==> src/kmp_stream_matcher_assert.svh <==
// Assertion macros shared by the matcher RTL.
// Each macro expects clk and rst_n in the including scope.
`ifndef KMP_STREAM_MATCHER_ASSERT_SVH
`define KMP_STREAM_MATCHER_ASSERT_SVH

// Same-cycle implication
`define KMP_ASSERT_IMP(label, ante, cons, msg) \
  label: assert property (@(posedge clk) disable iff (!rst_n) (ante) |-> (cons)) \
    else $error(msg);

// Next-cycle implication
`define KMP_ASSERT_NXT(label, ante, cons, msg) \
  label: assert property (@(posedge clk) disable iff (!rst_n) (ante) |=> (cons)) \
    else $error(msg);

`endif

==> src/kmp_pkg.sv <==
package kmp_pkg;

  // Pattern store geometry
  localparam int MAX_PATTERN = 32;
  localparam int ADDR_W      = $clog2(MAX_PATTERN);
  localparam int LEN_W       = $clog2(MAX_PATTERN + 1);

  // Field widths
  localparam int BYTE_W  = 8;
  localparam int KIND_W  = 2;
  localparam int POS_W   = 16;
  localparam int START_W = 16;

  // Input item kinds
  typedef enum logic [KIND_W-1:0] {
    KIND_PATTERN = 2'd0,
    KIND_TEXT    = 2'd1,
    KIND_RESTART = 2'd2,
    KIND_CLEAR   = 2'd3
  } kind_t;

  // One result item
  typedef struct packed {
    logic               matched;
    logic [START_W-1:0] match_start;
    logic               pattern_overflow;
  } res_t;

endpackage

==> src/kmp_ram.sv <==
module kmp_ram #(
  parameter int WIDTH = 8,
  parameter int DEPTH = 32
) (
  input  logic                     clk,
  input  logic                     wr_en,
  input  logic [$clog2(DEPTH)-1:0] wr_addr,
  input  logic [WIDTH-1:0]         wr_data,
  input  logic                     rd_en,
  input  logic [$clog2(DEPTH)-1:0] rd_addr,
  output logic [WIDTH-1:0]         rd_data
);

  logic [WIDTH-1:0] mem [DEPTH];

  // One write port, one registered read port
  always_ff @(posedge clk) begin
    if (wr_en) begin
      mem[wr_addr] <= wr_data;
    end
    if (rd_en) begin
      rd_data <= mem[rd_addr];
    end
  end

endmodule

==> src/kmp_result_buf.sv <==
`include "kmp_stream_matcher_assert.svh"

module kmp_result_buf (
  input  logic                        clk,
  input  logic                        rst_n,
  input  logic                        push,
  input  kmp_pkg::res_t               push_res,
  output logic                        space,
  output logic                        out_valid,
  input  logic                        out_ready,
  output logic                        out_matched,
  output logic [kmp_pkg::START_W-1:0] out_match_start,
  output logic                        out_pattern_overflow
);

  import kmp_pkg::*;

  logic out_valid_r, out_valid_nxt;
  logic skid_valid_r, skid_valid_nxt;
  res_t out_res_r, out_res_nxt;
  res_t skid_res_r, skid_res_nxt;
  logic out_free;

  assign out_free = !out_valid_r || out_ready;
  assign space    = !skid_valid_r;

  // Output register with one skid entry behind it
  always_comb begin
    out_valid_nxt  = out_valid_r;
    skid_valid_nxt = skid_valid_r;
    out_res_nxt    = out_res_r;
    skid_res_nxt   = skid_res_r;
    if (out_free) begin
      if (skid_valid_r) begin
        out_res_nxt    = skid_res_r;
        out_valid_nxt  = 1'b1;
        skid_res_nxt   = push_res;
        skid_valid_nxt = push;
      end else begin
        out_res_nxt   = push_res;
        out_valid_nxt = push;
      end
    end else if (push) begin
      skid_res_nxt   = push_res;
      skid_valid_nxt = 1'b1;
    end
  end

  always_ff @(posedge clk) begin
    if (!rst_n) begin
      out_valid_r  <= 1'b0;
      skid_valid_r <= 1'b0;
    end else begin
      out_valid_r  <= out_valid_nxt;
      skid_valid_r <= skid_valid_nxt;
    end
  end

  always_ff @(posedge clk) begin
    out_res_r  <= out_res_nxt;
    skid_res_r <= skid_res_nxt;
  end

  assign out_valid            = out_valid_r;
  assign out_matched          = out_res_r.matched;
  assign out_match_start      = out_res_r.match_start;
  assign out_pattern_overflow = out_res_r.pattern_overflow;

  `KMP_ASSERT_IMP(a_skid_behind_out, skid_valid_r, out_valid_r, "skid holds a result ahead of output")
  `KMP_ASSERT_NXT(a_stall_to_skid, push && out_valid_r && !out_ready, skid_valid_r,
                  "stalled push not kept in skid")
  `KMP_ASSERT_NXT(a_out_hold, out_valid_r && !out_ready, out_valid_r && $stable(out_res_r),
                  "stalled result changed or dropped")

endmodule

==> src/kmp_stream_matcher.sv <==
// Channel  | Ports                                       | Direction
// ---------+---------------------------------------------+----------
// input    | in_valid, in_ready, in_kind, in_data_byte   | in
// result   | out_valid, out_ready, out_matched,          | out
//          | out_match_start, out_pattern_overflow       |
//
// Text bytes and pattern bytes into a non-empty store go through a lookup: a read,
// then a compare, with one read of both memories per failure-table fallback step.
// Restart, clear, empty-pattern text, first and dropped pattern bytes need no lookup.
// Reset (rst_n, synchronous, active low) clears lengths, position and handshake
// state; the memories are not cleared.
// in_ready is low during a lookup and while the skid entry holds a result.
`include "kmp_stream_matcher_assert.svh"

module kmp_stream_matcher (
  input  logic                        clk,
  input  logic                        rst_n,
  input  logic                        in_valid,
  output logic                        in_ready,
  input  logic [kmp_pkg::KIND_W-1:0]  in_kind,
  input  logic [kmp_pkg::BYTE_W-1:0]  in_data_byte,
  output logic                        out_valid,
  input  logic                        out_ready,
  output logic                        out_matched,
  output logic [kmp_pkg::START_W-1:0] out_match_start,
  output logic                        out_pattern_overflow
);

  import kmp_pkg::*;

  typedef enum logic [1:0] {
    S_IDLE = 2'b01,
    S_LOOK = 2'b10
  } state_t;

  state_t              state_r, state_nxt;
  kind_t               kind_r, kind_nxt;
  logic [BYTE_W-1:0]   byte_r, byte_nxt;
  logic [ADDR_W-1:0]   len_r, len_nxt;
  logic [LEN_W-1:0]    plen_r, plen_nxt;
  logic [ADDR_W-1:0]   pbl_r, pbl_nxt;
  logic [LEN_W-1:0]    cml_r, cml_nxt;
  logic [POS_W-1:0]    pos_r, pos_nxt;

  logic                accept;
  logic                rd_en;
  logic [ADDR_W-1:0]   rd_addr;
  logic [ADDR_W-1:0]   fail_rd_addr;
  logic [BYTE_W-1:0]   pat_q;
  logic [ADDR_W-1:0]   fail_q;
  logic                wr_en;
  logic [ADDR_W-1:0]   wr_addr;
  logic [BYTE_W-1:0]   wr_pat;
  logic [ADDR_W-1:0]   wr_fail;
  logic                push;
  res_t                push_res;
  logic                buf_space;
  logic                ext;
  logic [LEN_W-1:0]    new_len;
  logic [ADDR_W-1:0]   j_start;

  assign in_ready     = (state_r == S_IDLE) && buf_space;
  assign accept       = in_valid && in_ready;
  // failure value of a prefix of length len sits at entry len-1
  assign fail_rd_addr = rd_addr - ADDR_W'(1);

  // Pattern characters and failure table
  kmp_ram #(.WIDTH(BYTE_W), .DEPTH(MAX_PATTERN)) u_pat_ram (
    .clk     (clk),
    .wr_en   (wr_en),
    .wr_addr (wr_addr),
    .wr_data (wr_pat),
    .rd_en   (rd_en),
    .rd_addr (rd_addr),
    .rd_data (pat_q)
  );

  kmp_ram #(.WIDTH(ADDR_W), .DEPTH(MAX_PATTERN)) u_fail_ram (
    .clk     (clk),
    .wr_en   (wr_en),
    .wr_addr (wr_addr),
    .wr_data (wr_fail),
    .rd_en   (rd_en),
    .rd_addr (fail_rd_addr),
    .rd_data (fail_q)
  );

  // Sequencer: issue read, compare, fall back or commit.
  // Writes happen on a commit or on the first pattern byte, never together with
  // a read, and the next read starts after a new transfer, so accesses never overlap.
  always_comb begin
    state_nxt = state_r;
    kind_nxt  = kind_r;
    byte_nxt  = byte_r;
    len_nxt   = len_r;
    plen_nxt  = plen_r;
    pbl_nxt   = pbl_r;
    cml_nxt   = cml_r;
    pos_nxt   = pos_r;
    rd_en     = 1'b0;
    rd_addr   = len_r;
    wr_en     = 1'b0;
    wr_addr   = plen_r[ADDR_W-1:0];
    wr_pat    = byte_r;
    wr_fail   = '0;
    push      = 1'b0;
    push_res  = '0;
    ext       = (pat_q == byte_r) && (LEN_W'(len_r) < plen_r);
    new_len   = LEN_W'(len_r) + LEN_W'(ext);
    j_start   = (cml_r >= plen_r) ? '0 : cml_r[ADDR_W-1:0];

    case (state_r)
      S_IDLE: begin
        if (accept) begin
          kind_nxt = kind_t'(in_kind);
          byte_nxt = in_data_byte;
          case (kind_t'(in_kind))
            KIND_PATTERN: begin
              if (plen_r == LEN_W'(MAX_PATTERN)) begin
                push                      = 1'b1;
                push_res.pattern_overflow = 1'b1;
              end else if (plen_r == '0) begin
                wr_en    = 1'b1;
                wr_addr  = '0;
                wr_pat   = in_data_byte;
                wr_fail  = '0;
                pbl_nxt  = '0;
                plen_nxt = LEN_W'(1);
                push     = 1'b1;
              end else begin
                rd_en     = 1'b1;
                rd_addr   = pbl_r;
                len_nxt   = pbl_r;
                state_nxt = S_LOOK;
              end
            end
            KIND_TEXT: begin
              if (plen_r == '0) begin
                pos_nxt = pos_r + POS_W'(1);
                push    = 1'b1;
              end else begin
                rd_en     = 1'b1;
                rd_addr   = j_start;
                len_nxt   = j_start;
                state_nxt = S_LOOK;
              end
            end
            KIND_RESTART: begin
              cml_nxt = '0;
              pos_nxt = '0;
              push    = 1'b1;
            end
            KIND_CLEAR: begin
              plen_nxt = '0;
              pbl_nxt  = '0;
              cml_nxt  = '0;
              push     = 1'b1;
            end
            default: begin
              push = 1'b1;
            end
          endcase
        end
      end
      S_LOOK: begin
        if ((len_r != '0) && (pat_q != byte_r)) begin
          // mismatch: fall back one table step
          len_nxt = fail_q;
          rd_en   = 1'b1;
          rd_addr = fail_q;
        end else begin
          state_nxt = S_IDLE;
          push      = 1'b1;
          if (kind_r == KIND_PATTERN) begin
            wr_en    = 1'b1;
            wr_addr  = plen_r[ADDR_W-1:0];
            wr_pat   = byte_r;
            wr_fail  = new_len[ADDR_W-1:0];
            pbl_nxt  = new_len[ADDR_W-1:0];
            plen_nxt = plen_r + LEN_W'(1);
          end else begin
            pos_nxt = pos_r + POS_W'(1);
            if (new_len == plen_r) begin
              // full occurrence; continue from the last entry's failure value
              push_res.matched     = 1'b1;
              push_res.match_start = START_W'(pos_r - POS_W'(plen_r - LEN_W'(1)));
              cml_nxt              = LEN_W'(pbl_r);
            end else begin
              cml_nxt = new_len;
            end
          end
        end
      end
      default: begin
        state_nxt = S_IDLE;
      end
    endcase
  end

  always_ff @(posedge clk) begin
    if (!rst_n) begin
      state_r <= S_IDLE;
      plen_r  <= '0;
      pbl_r   <= '0;
      cml_r   <= '0;
      pos_r   <= '0;
    end else begin
      state_r <= state_nxt;
      plen_r  <= plen_nxt;
      pbl_r   <= pbl_nxt;
      cml_r   <= cml_nxt;
      pos_r   <= pos_nxt;
    end
  end

  always_ff @(posedge clk) begin
    kind_r <= kind_nxt;
    byte_r <= byte_nxt;
    len_r  <= len_nxt;
  end

  kmp_result_buf u_result_buf (
    .clk                  (clk),
    .rst_n                (rst_n),
    .push                 (push),
    .push_res             (push_res),
    .space                (buf_space),
    .out_valid            (out_valid),
    .out_ready            (out_ready),
    .out_matched          (out_matched),
    .out_match_start      (out_match_start),
    .out_pattern_overflow (out_pattern_overflow)
  );

  `KMP_ASSERT_IMP(a_wr_no_read, wr_en, !rd_en, "memory write and read in the same cycle")
  `KMP_ASSERT_IMP(a_push_has_space, push && (state_r == S_LOOK), buf_space,
                  "result pushed with skid occupied")
  `KMP_ASSERT_IMP(a_plen_cap, 1'b1, plen_r <= LEN_W'(MAX_PATTERN), "pattern length above capacity")
  `KMP_ASSERT_IMP(a_pbl_below_plen, plen_r != '0, LEN_W'(pbl_r) < plen_r,
                  "prefix length not below pattern length")
  `KMP_ASSERT_NXT(a_fallback_stays, (state_r == S_LOOK) && !push, state_r == S_LOOK,
                  "fallback step left the lookup loop")

endmodule

==> config.mk <==
export PLATFORM = sky130hd
export DESIGN_NAME = kmp_stream_matcher
export DESIGN_NICKNAME = d
export VERILOG_FILES = /design/src/kmp_pkg.sv /design/src/kmp_ram.sv /design/src/kmp_result_buf.sv /design/src/kmp_stream_matcher.sv
export VERILOG_INCLUDE_DIRS = /design/src /design/src/src
export SDC_FILE = /design/constraint.sdc
export NUM_CORES = 1
export LEC_CHECK = 0
export BUFFER_PORTS_ARGS = -buffer_cell sky130_fd_sc_hd__buf_2
export CELL_PAD_IN_SITES_DETAIL_PLACEMENT = 0
export CELL_PAD_IN_SITES_GLOBAL_PLACEMENT = 1
export CORE_MARGIN = 1
export CORE_UTILIZATION = 54
export DETAILED_ROUTE_END_ITERATION = 8
export GPL_TIMING_DRIVEN = 0
export PLACE_DENSITY = 0.82
export SYNTH_ARGS = -nofsm -noshare
export SYNTH_HDL_FRONTEND = slang
export SYNTH_SLANG_ARGS = --single-unit
==> constraint.sdc <==
create_clock -name clk -period 6.7 [get_ports clk]
set_input_delay 1.34 -clock clk [delete_from_list [all_inputs] [get_ports clk]]
set_output_delay 1.34 -clock clk [all_outputs]
set_load 0.01 [all_outputs]
==> summary.txt, run 1 <==
POWER
-------------------------------------------------------------------------------------
Power density over the cells ...........................................  377 nW/um^2
Clock power share ......................................................        0.315
VDD IR-drop max ........................................................       267 uV
Net switching share of the total power .................................        0.315
Lkg Pwr ................................................................      8.81 nW
Net switching power ....................................................      2.91 mW
Part of the power in combinational logic ...............................        0.285
Internal portion of total power ........................................      6.33 mW
Proportion of power drawn by flip-flops and latches ....................        0.400

FINISH
-------------------------------------------------------------------------------------
Relative area change from synthesis to final layout ....................        12.6%
Cell Count, Final, Fillers Out .........................................         1993
Total inserted antenna cells ...........................................            0
Sequential standard cell area ..........................................   15100 um^2
Combined area of the multi-input logic cells ...........................    6340 um^2
Area of all placed cells without fillers ...............................   24500 um^2
Count of filler cells inserted in the layout ...........................         2846
Utilization after layout ...............................................        0.617
Share of post-route cells with drive strength above 1 ..................        0.185
Count of nets after finishing ..........................................         1477

GLOBAL ROUTING
-------------------------------------------------------------------------------------
Pin count of the biggest net entering global routing ...................           33
Global-route wire length before repair .................................      75.3 mm
Via count of the first global-routing pass .............................        11900
GRT Residual Overflow ..................................................            0
Antenna violations before repair .......................................            0
Overall fraction of global-route tracks in use .........................        0.248

PLACED DESIGN
-------------------------------------------------------------------------------------
Half-perimeter wire length of the detailed placement result ............      33.6 mm
Area post-placement ....................................................   22800 um^2
IO Port Bufs ...........................................................           33
Final RePlAce weighted congestion ......................................        0.933
Placed cell count ......................................................         1898
Post-Place Setup Slack .................................................       263 ps

ROUTE
-------------------------------------------------------------------------------------
Number of antenna-violating nets in the routed design ..................            0
Count of routing violations after the opening detailed-route iteration .         1350
DR WL met3 .............................................................      3.99 mm
Per-cell routed wire length ............................................      25.3 um
Total length of routed met2 wires ......................................      23.9 mm
Total wire length after detailed routing ...............................      50.4 mm
DRC errors left ........................................................            0
Total via count in the routed design ...................................        12300
Highest routing layer actually used ....................................         met4
Detailed-routing iteration count for the pre-antenna-repair pass .......            7
Metal1 wirelength ......................................................      21.4 mm
Routed vias/inst .......................................................         6.19

CRITICAL PATH
-------------------------------------------------------------------------------------
CP arrival .............................................................      6420 ps
Crit path max fanout ...................................................           10
Nature of the critical path startpoint .................................         flop
Critical path start-end classification ................................. flop to flop
Required time at the endpoint of the critical path .....................      7070 ps
Kind of end point of the critical path .................................         flop

YOSYS
-------------------------------------------------------------------------------------
Number of flops mapped to enable cells by yosys ........................          475
Mapped Area ............................................................   21800 um^2
Post-Synthesis Mean Instance Area ......................................    16.3 um^2
Sequential fraction of the synthesis area ..............................        0.694
Number of unique standard cell types used by synthesis .................           70
Predominant post-synthesis flop cell ...................................     edfxtp_1
Synth top cells by count ............................................... 475 x edfxtp_1, 108 x mux2i_1, 99 x nor2_1, 66 x mux4_2, 64 x nand2_1
Number of instances in the synthesized netlist .........................         1332
Flops & latches, synth .................................................          517
Most common cell in the synthesized netlist ............................     edfxtp_1
Synth top area share ...................................................        0.655
Post-synthesis net count ...............................................         1381
Fraction of synthesis flops using an asynchronous set or reset pin .....            0
Library cell occupying the most area in the post-synthesis netlist .....     edfxtp_1
Top cells by area in the synthesized netlist ........................... edfxtp_1 66%, mux4_2 6.8%, mux2i_1 5.0%
Number of warnings issued by yosys .....................................            0

STA
-------------------------------------------------------------------------------------
RSZ-0062 raised after global routing ...................................        false
Count of pins over their slew limit ....................................            0
Max Fclk ...............................................................      165 MHz
Final setup slack of the worst path ....................................       648 ps
Setup tns final ........................................................         0 ps
Clock tree skew after final layout .....................................      35.7 ps
Max-slew headroom ......................................................       0.0774
Final Critical Period ..................................................      6050 ps
Final setup violation count ............................................            0
Tightest Pin Transition ................................................      1380 ps
Final Hold Viols .......................................................            0
Share of the clock period used by the worst path after layout ..........        0.903

CLOCK NETWORK
-------------------------------------------------------------------------------------
Setup Fix Bufs, Post-CTS ...............................................            0
TritonCTS clock tree ...................................................        built
Clk pin slew, worst setup/hold paths ...................................        60 ps
Buffer cell driving the clock tree root ................................    clkbuf_16
Hold-fix buffers at CTS ................................................            0
Post-cts resize count ..................................................            0
Clock net sink count ...................................................          517
Deepest level of the CTS H-tree ........................................            2
Maximum number of buffers from clock root to sink ......................            3
Clk_lat worst skew .....................................................       630 ps
Number of clock buffers inserted by TritonCTS ..........................           51

FLOORPLANNING
-------------------------------------------------------------------------------------
Die height .............................................................       203 um
Area of the die ........................................................   41100 um^2
Effective utilization at floorplan .....................................        0.548
Core Area ..............................................................   39700 um^2
Horiz. Die Dim .........................................................       203 um
Row count ..............................................................           73
I/O pin total ..........................................................           34

RUN
-------------------------------------------------------------------------------------
Number of max-capacitance violations reported ..........................            0

STATUS
-------------------------------------------------------------------------------------
Status ................................................................. finished clean

WORST HOLD PATH
-------------------------------------------------------------------------------------
HP Class ............................................................... flop to flop

==> worst max-delay path, cell delays in order (launching register included) <==
cell,delay (ps)
dfxtp_1,320
clkbuf_1,200
inv_1,280
ha_1,210
or4b_1,420
buf_2,190
and4_1,220
a211oi_1,220
o32ai_1,190
a221o_1,350
inv_2,160
buf_6,230
buf_6,230
clkbuf_1,440
ha_1,310
clkbuf_1,610
mux4_2,440
mux4_2,490
mux2_2,300
==> flip-flops by register name, indices dropped and copies added, names as in the netlist <==
signal                             flops
byte_r                                 8
cml_r                                  6
kind_r                                 2
len_r                                  5
pbl_r                                  5
plen_r                                 6
pos_r                                 16
state_r                                2
u_fail_ram.mem                       160
u_fail_ram.rd_data                     5
u_pat_ram.mem                        256
u_pat_ram.rd_data                      8
u_result_buf.out_match_start          16
u_result_buf.out_matched               1
u_result_buf.out_pattern_overflow      1
u_result_buf.out_valid                 1
u_result_buf.skid_res_r               18
u_result_buf.skid_valid_r              1
==> layer usage <==
| metal | up-vias | track usage |
|---|---|---|
| li1 | 5461 | - |
| met4 | 0 | 0.0717 |
| met3 | 84 | 0.0490 |
| met2 | 573 | 0.392 |
| met1 | 6226 | 0.353 |
| met5 | - | 0 |
==> power groups by stage <==
stage	logic, mW	registers (mW)	clock network, mW
finish	2.64	3.70	2.91
global route	2.78	3.70	3.06
CTS	2.61	3.70	2.94
detailed placement	2.58	3.76	0
global placement	2.55	3.76	0
floorplan	1.81	3.75	0
==> worst paths after layout <==
check,slack [ps],startpoint,endpoint,cells past startpoint
setup reg to reg,650,plen_r[1],u_fail_ram.rd_data[0],18
hold / removal,500,pbl_r[1],pbl_r[1],2
setup / recovery,650,plen_r[1],u_fail_ram.rd_data[0],18
hold reg to reg,500,pbl_r[1],pbl_r[1],2
==> logic make-up after synthesis <==
| logic type | Yosys count | synth area share |
|---|---|---|
| DFF | 517 | 0.694 |
| and+or+nand+nor | 267 | 0.0574 |
| buffers and inverters | 87 | 0.0178 |
| AOI/OAI and AO/OA | 176 | 0.0583 |
| adders and majority gates | 35 | 0.0205 |
| xor gates and xnor gates | 53 | 0.0222 |
| muxes | 197 | 0.130 |
==> cells in the final DEF (no fill, tap or decap), types with 7 or more instances in the layout <==
cell / count
nand2_1: 64
clkinv_2: 16
clkbuf_16: 51
clkbuf_1: 32
nor2_2: 20
or3_1: 10
xor2_1: 23
a221oi_1: 34
dfxtp_1: 42
buf_6: 7
edfxtp_1: 475
ha_1: 34
buf_2: 54
bufinv_16: 7
o21ai_0: 32
o31ai_1: 8
a211oi_1: 10
clkinv_1: 12
nor2_1: 79
a32oi_1: 8
xnor2_1: 29
mux2_2: 23
mux4_2: 66
a21oi_1: 25
nand4_1: 14
inv_1: 29
mux2i_1: 108
a21o_1: 7
a22oi_1: 9
nor3_1: 13
and2_1: 11
nand3_1: 24
==> area by class of cell <==
cell class                 instances  share of cell area
buffer                            55              0.0109
clock buffer                      56              0.0528
clock inverter                    37              0.0168
inverter                          32             0.00490
multi-input combinational        728               0.259
sequential                       517               0.616
tap                              525              0.0268
timing repair buffer              43              0.0129
==> through the flow <==
step	power (mW)	hold slack [ps]
final	9.24	499
after global routing	9.55	506
after CTS	9.25	490
after detailed placement	6.35	480
after global placement	6.31	478
after floorplan	5.56	440
No activity file was read; power rests on OpenSTA's default activity.
==> run 2: changes to the inputs <==
Settings changed: ABC_AREA set to 1, CORE_UTILIZATION 54 to 50.
==> run 2 against run 1 <==
Clock skew down 6.0 ps; via count rose by 48%; routed wire length up 43%; die area increased by 22%; combinational power up 150%; largest cell class unchanged; largest power group is now combinational logic.
==> summary.txt, run 2 <==
CRITICAL PATH
-------------------------------------------------------------------------------------
Crit path max fanout ...................................................           10
Cell Chain, Critical Path .............................................. buf_2 -> inv_2 -> ha_1 -> nand2_1 -> inv_1 -> a21oi_1 -> nand2_1 -> o21ai_0 -> nand2_1 -> a21boi_2 -> o21bai_2 -> buf_4 -> buf_2 -> ha_1 -> clkbuf_1 -> clkbuf_1 -> nand3_1 -> nand3_1 -> nand3_1 -> nand2_1 -> nand2_1 -> nand2_1
Number of logic stages on the critical path including buffering ........           22
Count of buffer and inverter cells on the critical path ................            7
CP max-delay cell ......................................................     clkbuf_1
Cell class contributing the biggest share of worst-path delay .......... buffers and inverters
Critical path start-end classification ................................. flop to flop
Crit path top cell by count ............................................      nand2_1
R2R cell count .........................................................           22
Max incr delay on CP ...................................................       560 ps
Kind of end point of the critical path .................................         flop
CP arrival .............................................................      5560 ps
Nature of the critical path startpoint .................................         flop
Required time at the endpoint of the critical path .....................      7180 ps

FLOORPLANNING
-------------------------------------------------------------------------------------
I/O pin total ..........................................................           34
Area of the die ........................................................   50200 um^2
Core Area ..............................................................   48700 um^2
Horiz. Die Dim .........................................................       224 um
Effective utilization at floorplan .....................................        0.506
Die height .............................................................       224 um
Row count ..............................................................           81

YOSYS
-------------------------------------------------------------------------------------
Fraction of synthesis flops using an asynchronous set or reset pin .....            0
Post-Synthesis Mean Instance Area ......................................    9.93 um^2
Post-synthesis net count ...............................................         2533
Sequential fraction of the synthesis area ..............................        0.612
Number of flops mapped to enable cells by yosys ........................          475
Mapped Area ............................................................   24700 um^2
Number of unique standard cell types used by synthesis .................           53
Most common cell in the synthesized netlist ............................      nand3_1
Library cell occupying the most area in the post-synthesis netlist .....     edfxtp_1
Number of warnings issued by yosys .....................................            0
Number of instances in the synthesized netlist .........................         2484
Flops & latches, synth .................................................          517
Top cells by area in the synthesized netlist ........................... edfxtp_1 58%, nand3_1 9.7%, nand2_1 7.1%
Synth top area share ...................................................        0.578
Synth top cells by count ............................................... 479 x nand3_1, 475 x edfxtp_1, 467 x nand2_1, 392 x inv_1, 132 x nand3b_1
Predominant post-synthesis flop cell ...................................     edfxtp_1

FINISH
-------------------------------------------------------------------------------------
Count of nets after finishing ..........................................         2637
Max FFs per register ...................................................          256
Highest-count cells in the layout ignoring fill and taps ............... 479 x nand3_1, 475 x edfxtp_1, 464 x nand2_1
Sequential standard cell area ..........................................   15100 um^2
Register name with the most flops ...................................... u_pat_ram.mem
Combined area of the multi-input logic cells ...........................    7510 um^2
Commonest non-fill, non-tap cell in the layout .........................      nand3_1
Share of post-route cells with drive strength above 1 ..................       0.0972
Count of filler cells inserted in the layout ...........................         4166
Area of all placed cells without fillers ...............................   27900 um^2
Largest registers ranked by flip-flop count ............................ u_pat_ram.mem: 256 flops, u_fail_ram.mem: 160 flops, u_result_buf.skid_res_r: 18 flops
Total inserted antenna cells ...........................................            0
Relative area change from synthesis to final layout ....................        13.2%

GLOBAL ROUTING
-------------------------------------------------------------------------------------
Pin count of the biggest net entering global routing ...................           33
Antenna violations before repair .......................................            0
Via count of the first global-routing pass .............................        17200
GRT Residual Overflow ..................................................            0
Overall fraction of global-route tracks in use .........................        0.290
Global-route wire length before repair .................................       107 mm

CLOCK NETWORK
-------------------------------------------------------------------------------------
Clock net sink count ...................................................          517
Clk pin slew, worst setup/hold paths ...................................        70 ps
Buffer cell driving the clock tree root ................................    clkbuf_16
Clk_lat worst skew .....................................................       640 ps
Setup Fix Bufs, Post-CTS ...............................................            0
Post-cts resize count ..................................................            0
Hold-fix buffers at CTS ................................................            0
Maximum number of buffers from clock root to sink ......................            3
TritonCTS clock tree ...................................................        built
Number of clock buffers inserted by TritonCTS ..........................           56
Deepest level of the CTS H-tree ........................................            2

POWER
-------------------------------------------------------------------------------------
VDD IR-drop max ........................................................       253 uV
Power density over the cells ...........................................  490 nW/um^2
Lkg Pwr ................................................................      11.6 nW

ROUTE
-------------------------------------------------------------------------------------
Detailed-routing iteration count for the pre-antenna-repair pass .......            6
DRC errors left ........................................................            0
Total via count in the routed design ...................................        18300
Routed vias/inst .......................................................         5.54
Total wire length after detailed routing ...............................      72.1 mm
Per-cell routed wire length ............................................      21.9 um
Number of antenna-violating nets in the routed design ..................            0
Count of routing violations after the opening detailed-route iteration .         2098

STA
-------------------------------------------------------------------------------------
Max Fclk ...............................................................      197 MHz
RSZ-0062 raised after global routing ...................................        false
Max-slew headroom ......................................................       0.0779
Post-Route Hold Slack ..................................................       473 ps
Share of the clock period used by the worst path after layout ..........        0.759
Count of pins over their slew limit ....................................            0
Final Hold Viols .......................................................            0
Clock tree skew after final layout .....................................      29.7 ps
Setup tns final ........................................................         0 ps
Final setup violation count ............................................            0
Tightest Pin Transition ................................................      1380 ps
Final Critical Period ..................................................      5080 ps

PLACED DESIGN
-------------------------------------------------------------------------------------
Half-perimeter wire length of the detailed placement result ............      51.2 mm
Area post-placement ....................................................   26000 um^2
IO Port Bufs ...........................................................           33
Final RePlAce weighted congestion ......................................        0.908

STATUS
-------------------------------------------------------------------------------------
Status ................................................................. finished clean

WORST HOLD PATH
-------------------------------------------------------------------------------------
Cells on Worst Hold Path ...............................................            2
HP Class ............................................................... flop to flop

RUN
-------------------------------------------------------------------------------------
Number of max-capacitance violations reported ..........................            0

run 2: cell types whose count changed after synthesis, sizes merged, moves of 66 or more:
cell and change:
nand3 +458, nand2 +410, inv +372, nand3b +131
mux2i -108, mux4 -66
run 2: final cells by class:
cell class                      instances  area share
Buffer                                122      0.0229
Clock buffer                           65      0.0522
Clock inverter                         39      0.0152
Inverter                              405      0.0546
Multi-Input combinational cell       1440       0.269
Sequential cell                       517       0.541
Tap cell                              664      0.0298
Timing Repair Buffer                   46      0.0153
run 2: stage by stage:
stage | setup WS, ps | power [mW] | std cells | util
6_report | 1620 | 13.7 | 3298 | 0.573
3_5_place_dp | 1200 | 10.4 | 3190 | 0.533
2_1_floorplan | 2920 | 7.82 | 2484 | -
3_3_place_gp | -1290 | 10.2 | 3181 | 0.526
5_1_grt | 1370 | 14.3 | 3298 | 0.573
4_1_cts | 1800 | 13.5 | 3294 | 0.571
run 2: worst paths after layout:
check             from  slack [ps]               endpoint
max          plen_r[4]        1620  u_fail_ram.rd_data[4]
min          pos_r[12]         470              pos_r[12]
max reg2reg  plen_r[4]        1620  u_fail_ram.rd_data[4]
min reg2reg  pos_r[12]         470              pos_r[12]
run 2: worst register-to-register path: cells and delay by family, from the launching register on:
family          cells  cell delay (ps)
fa+ha+maj           2              640
compound gates      4              910
simple gates        9             1260
flops               1              350
buf+inv             7             1780
run 2: cell families after synthesis:
logic type / after synthesis / synth area share
buf+inv: 527 / 0.0877
fa+ha+maj: 35 / 0.0181
xor+xnor: 18 / 0.00670
simple gates: 1255 / 0.243
compound gates: 128 / 0.0305
mux: 4 / 0.00183
flops: 517 / 0.612
run 2: power by group:
group          internal (mW)  total (mW)  switching [mW]
Clock                   1.86        3.17            1.31
Combinational           1.78        6.56            4.78
Sequential              3.86        3.93          0.0740
Total                   7.51        13.7            6.16
run 2: layer usage:
metal,GRT usage,share of wire,vias up
met5,0,0,-
met4,0.101,0.034,0
met3,0.0577,0.096,136
met2,0.440,0.44,832
met1,0.415,0.43,8713
li1,-,-,8584
==> run 3: changes to the inputs <==
Settings changed: ABC_AREA 1 to 0, CORE_UTILIZATION 50 to 49, PLACE_DENSITY 0.82 to 0.79.
Clock period 6.7 ns to 4.3 ns, I/O delays scaled along.
==> run 3 against run 2 <==
Via count down 32%; first-iteration DRC count down 45%; clock power up 38%; final area down 9.7%; register-to-register slack worse by 1600 ps; routed wire length down 30%; total power up 9.3%; hold slack worse by 28 ps; non-clock buffer count down 39.
==> summary.txt, run 3 (synthesis gave the netlist of run 1 again) <==
GLOBAL ROUTING
-------------------------------------------------------------------------------------
Pin count of the biggest net entering global routing ...................           33
Overall fraction of global-route tracks in use .........................        0.229
Antenna violations before repair .......................................            0
Via count of the first global-routing pass .............................        12000
Global-route wire length before repair .................................      75.5 mm
GRT Residual Overflow ..................................................            0

CRITICAL PATH
-------------------------------------------------------------------------------------
Critical path start-end classification ................................. flop to flop
R2R cell count .........................................................           17
Kind of end point of the critical path .................................         flop
Flop2flop setup slack ..................................................        50 ps
Crit path max fanout ...................................................            7
Nature of the critical path startpoint .................................         flop
CP arrival .............................................................      4600 ps
Required time at the endpoint of the critical path .....................      4650 ps

CLOCK NETWORK
-------------------------------------------------------------------------------------
Hold-fix buffers at CTS ................................................            0
Buffer cell driving the clock tree root ................................    clkbuf_16
Maximum number of buffers from clock root to sink ......................            3
Clk_lat worst skew .....................................................       610 ps
TritonCTS clock tree ...................................................        built
Number of clock buffers inserted by TritonCTS ..........................           52
Deepest level of the CTS H-tree ........................................            2
Clk pin slew, worst setup/hold paths ...................................        60 ps
Clock net sink count ...................................................          517

FINISH
-------------------------------------------------------------------------------------
Commonest non-fill, non-tap cell in the layout .........................     edfxtp_1
Relative area change from synthesis to final layout ....................        15.8%
Share of post-route cells with drive strength above 1 ..................        0.236
Largest registers ranked by flip-flop count ............................ u_pat_ram.mem: 256 flops, u_fail_ram.mem: 160 flops, u_result_buf.skid_res_r: 18 flops
Count of filler cells inserted in the layout ...........................         3311
Total inserted antenna cells ...........................................            0
Register name with the most flops ...................................... u_pat_ram.mem
Max FFs per register ...................................................          256
Utilization after layout ...............................................        0.580
Highest-count cells in the layout ignoring fill and taps ............... 475 x edfxtp_1, 108 x mux2i_1, 71 x nor2_1
Count of nets after finishing ..........................................         1509
Cell Count, Final, Fillers Out .........................................         2084

POWER
-------------------------------------------------------------------------------------
Net switching share of the total power .................................        0.313
Proportion of power drawn by flip-flops and latches ....................        0.386
Net switching power ....................................................      4.68 mW
VDD IR-drop max ........................................................       353 uV
Power density over the cells ...........................................  593 nW/um^2
Clock power share ......................................................        0.293
Part of the power in combinational logic ...............................        0.321
Total design power .....................................................      14.9 mW
Internal portion of total power ........................................      10.3 mW
Lkg Pwr ................................................................      9.04 nW

FLOORPLANNING
-------------------------------------------------------------------------------------
Row count ..............................................................           76
Core Area ..............................................................   43500 um^2
Die height .............................................................       213 um
Area of the die ........................................................   45300 um^2
Effective utilization at floorplan .....................................        0.501
I/O pin total ..........................................................           34
Horiz. Die Dim .........................................................       213 um

STA
-------------------------------------------------------------------------------------
Count of pins over their slew limit ....................................            0
Max Fclk ...............................................................      235 MHz
RSZ-0062 raised after global routing ...................................         true
Final setup violation count ............................................            0
Share of the clock period used by the worst path after layout ..........        0.988
Max-slew headroom ......................................................       0.0627
Final Critical Period ..................................................      4250 ps
Tightest Pin Transition ................................................      1400 ps
Final Hold Viols .......................................................            0
Clock tree skew after final layout .....................................      21.5 ps

ROUTE
-------------------------------------------------------------------------------------
Total length of routed met2 wires ......................................      23.6 mm
Metal1 wirelength ......................................................      22.0 mm
Highest routing layer actually used ....................................         met5
Count of routing violations after the opening detailed-route iteration .         1152
DR WL met3 .............................................................      4.02 mm
Routed vias/inst .......................................................         5.94
Detailed-routing iteration count for the pre-antenna-repair pass .......            6
Total via count in the routed design ...................................        12400
Per-cell routed wire length ............................................      24.4 um
Number of antenna-violating nets in the routed design ..................            0
DRC errors left ........................................................            0
Total wire length after detailed routing ...............................      50.8 mm

PLACED DESIGN
-------------------------------------------------------------------------------------
Half-perimeter wire length of the detailed placement result ............      33.8 mm
IO Port Bufs ...........................................................           33
Final RePlAce weighted congestion ......................................        0.895
Placed cell count ......................................................         1961

WORST HOLD PATH
-------------------------------------------------------------------------------------
Cells on Worst Hold Path ...............................................            1
HP Class ............................................................... input pin to flop

RUN
-------------------------------------------------------------------------------------
Number of max-capacitance violations reported ..........................            0

STATUS
-------------------------------------------------------------------------------------
Status ................................................................. finished clean

run 3: cell types whose count changed in the layout (fill, tap and decap cells not counted), moves of 28 or more:
cell	change
nand3_1	-455
a221oi_1	+33
nor2_1	-32
a21oi_1	-29
clkbuf_1	-37
nand2_1	-400
buf_2	-28
inv_1	-366
mux4_2	+66
nand3b_1	-131
mux2i_1	+108
run 3: what timing repair did:
item	4_1_cts	5_1_grt
hold endpoints to repair	0	0
pin swaps	3	12
setup buffers	16	16
gates cloned	0	2
endpoints found under the setup margin	307	83
gates resized for setup	55	42
run 3: final cells by class:
| class | instances | area [um^2] | share of cell area |
|---|---|---|---|
| Inverter | 32 | 139 | 0.00551 |
| Clock buffer | 62 | 1360 | 0.0540 |
| Buffer | 50 | 384 | 0.0152 |
| Timing Repair Buffer | 79 | 611 | 0.0242 |
| Multi-Input combinational cell | 728 | 6600 | 0.262 |
| Clock inverter | 31 | 263 | 0.0104 |
| Tap cell | 585 | 732 | 0.0290 |
| Sequential cell | 517 | 15100 | 0.600 |
run 3: power by group through the flow:
| stage | registers [mW] | clock network, mW | logic [mW] |
|---|---|---|---|
| 2_1_floorplan | 5.84 | 0 | 2.87 |
| 3_3_place_gp | 5.86 | 0 | 4.09 |
| 3_5_place_dp | 5.86 | 0 | 4.13 |
| 4_1_cts | 5.76 | 4.43 | 4.48 |
| 5_1_grt | 5.77 | 4.62 | 5.09 |
| 6_report | 5.76 | 4.37 | 4.80 |
run 3: worst paths after layout:
check	startpoint	end
worst max register to register	plen_r[4]	u_fail_ram.rd_data[1]
worst min register to register	pbl_r[0]	pbl_r[0]
worst max-delay path	plen_r[4]	u_fail_ram.rd_data[1]
worst min-delay path	in_data_byte[1]	byte_r[1]
run 3: per-stage QoR:
| step | hold slack, ps | worst slack (ps) | TNS (ps) | instance area, um^2 |
|---|---|---|---|---|
| after floorplan | 440 | 20.7 | 0 | 21800 |
| after global placement | 482 | -1100 | -55210 | 22700 |
| after detailed placement | 490 | -1050 | -56610 | 22900 |
| after CTS | 421 | 3.01 | 0 | 24900 |
| after global routing | 435 | -39.1 | -657 | 25200 |
| final | 444 | 50.3 | 0 | 25200 |
run 3: metal layers:
metal,up-vias,GRT usage
met5,-,0
li1,5526,-
met2,511,0.354
met1,6270,0.327
met3,75,0.0496
met4,2,0.0685
run 3: critical path, cell delays in order (launching register included):
cell and delay (ps):
dfxtp_4 420, clkinv_4 120, ha_1 330, a21o_1 200, a21oi_4 200, o21ai_4 110
buf_12 130, o32ai_4 250, a221o_1 210, inv_2 70, buf_12 130, buf_12 120
ha_4 350, buf_4 140, buf_6 110, mux4_2 310, mux4_2 480, mux2_2 290
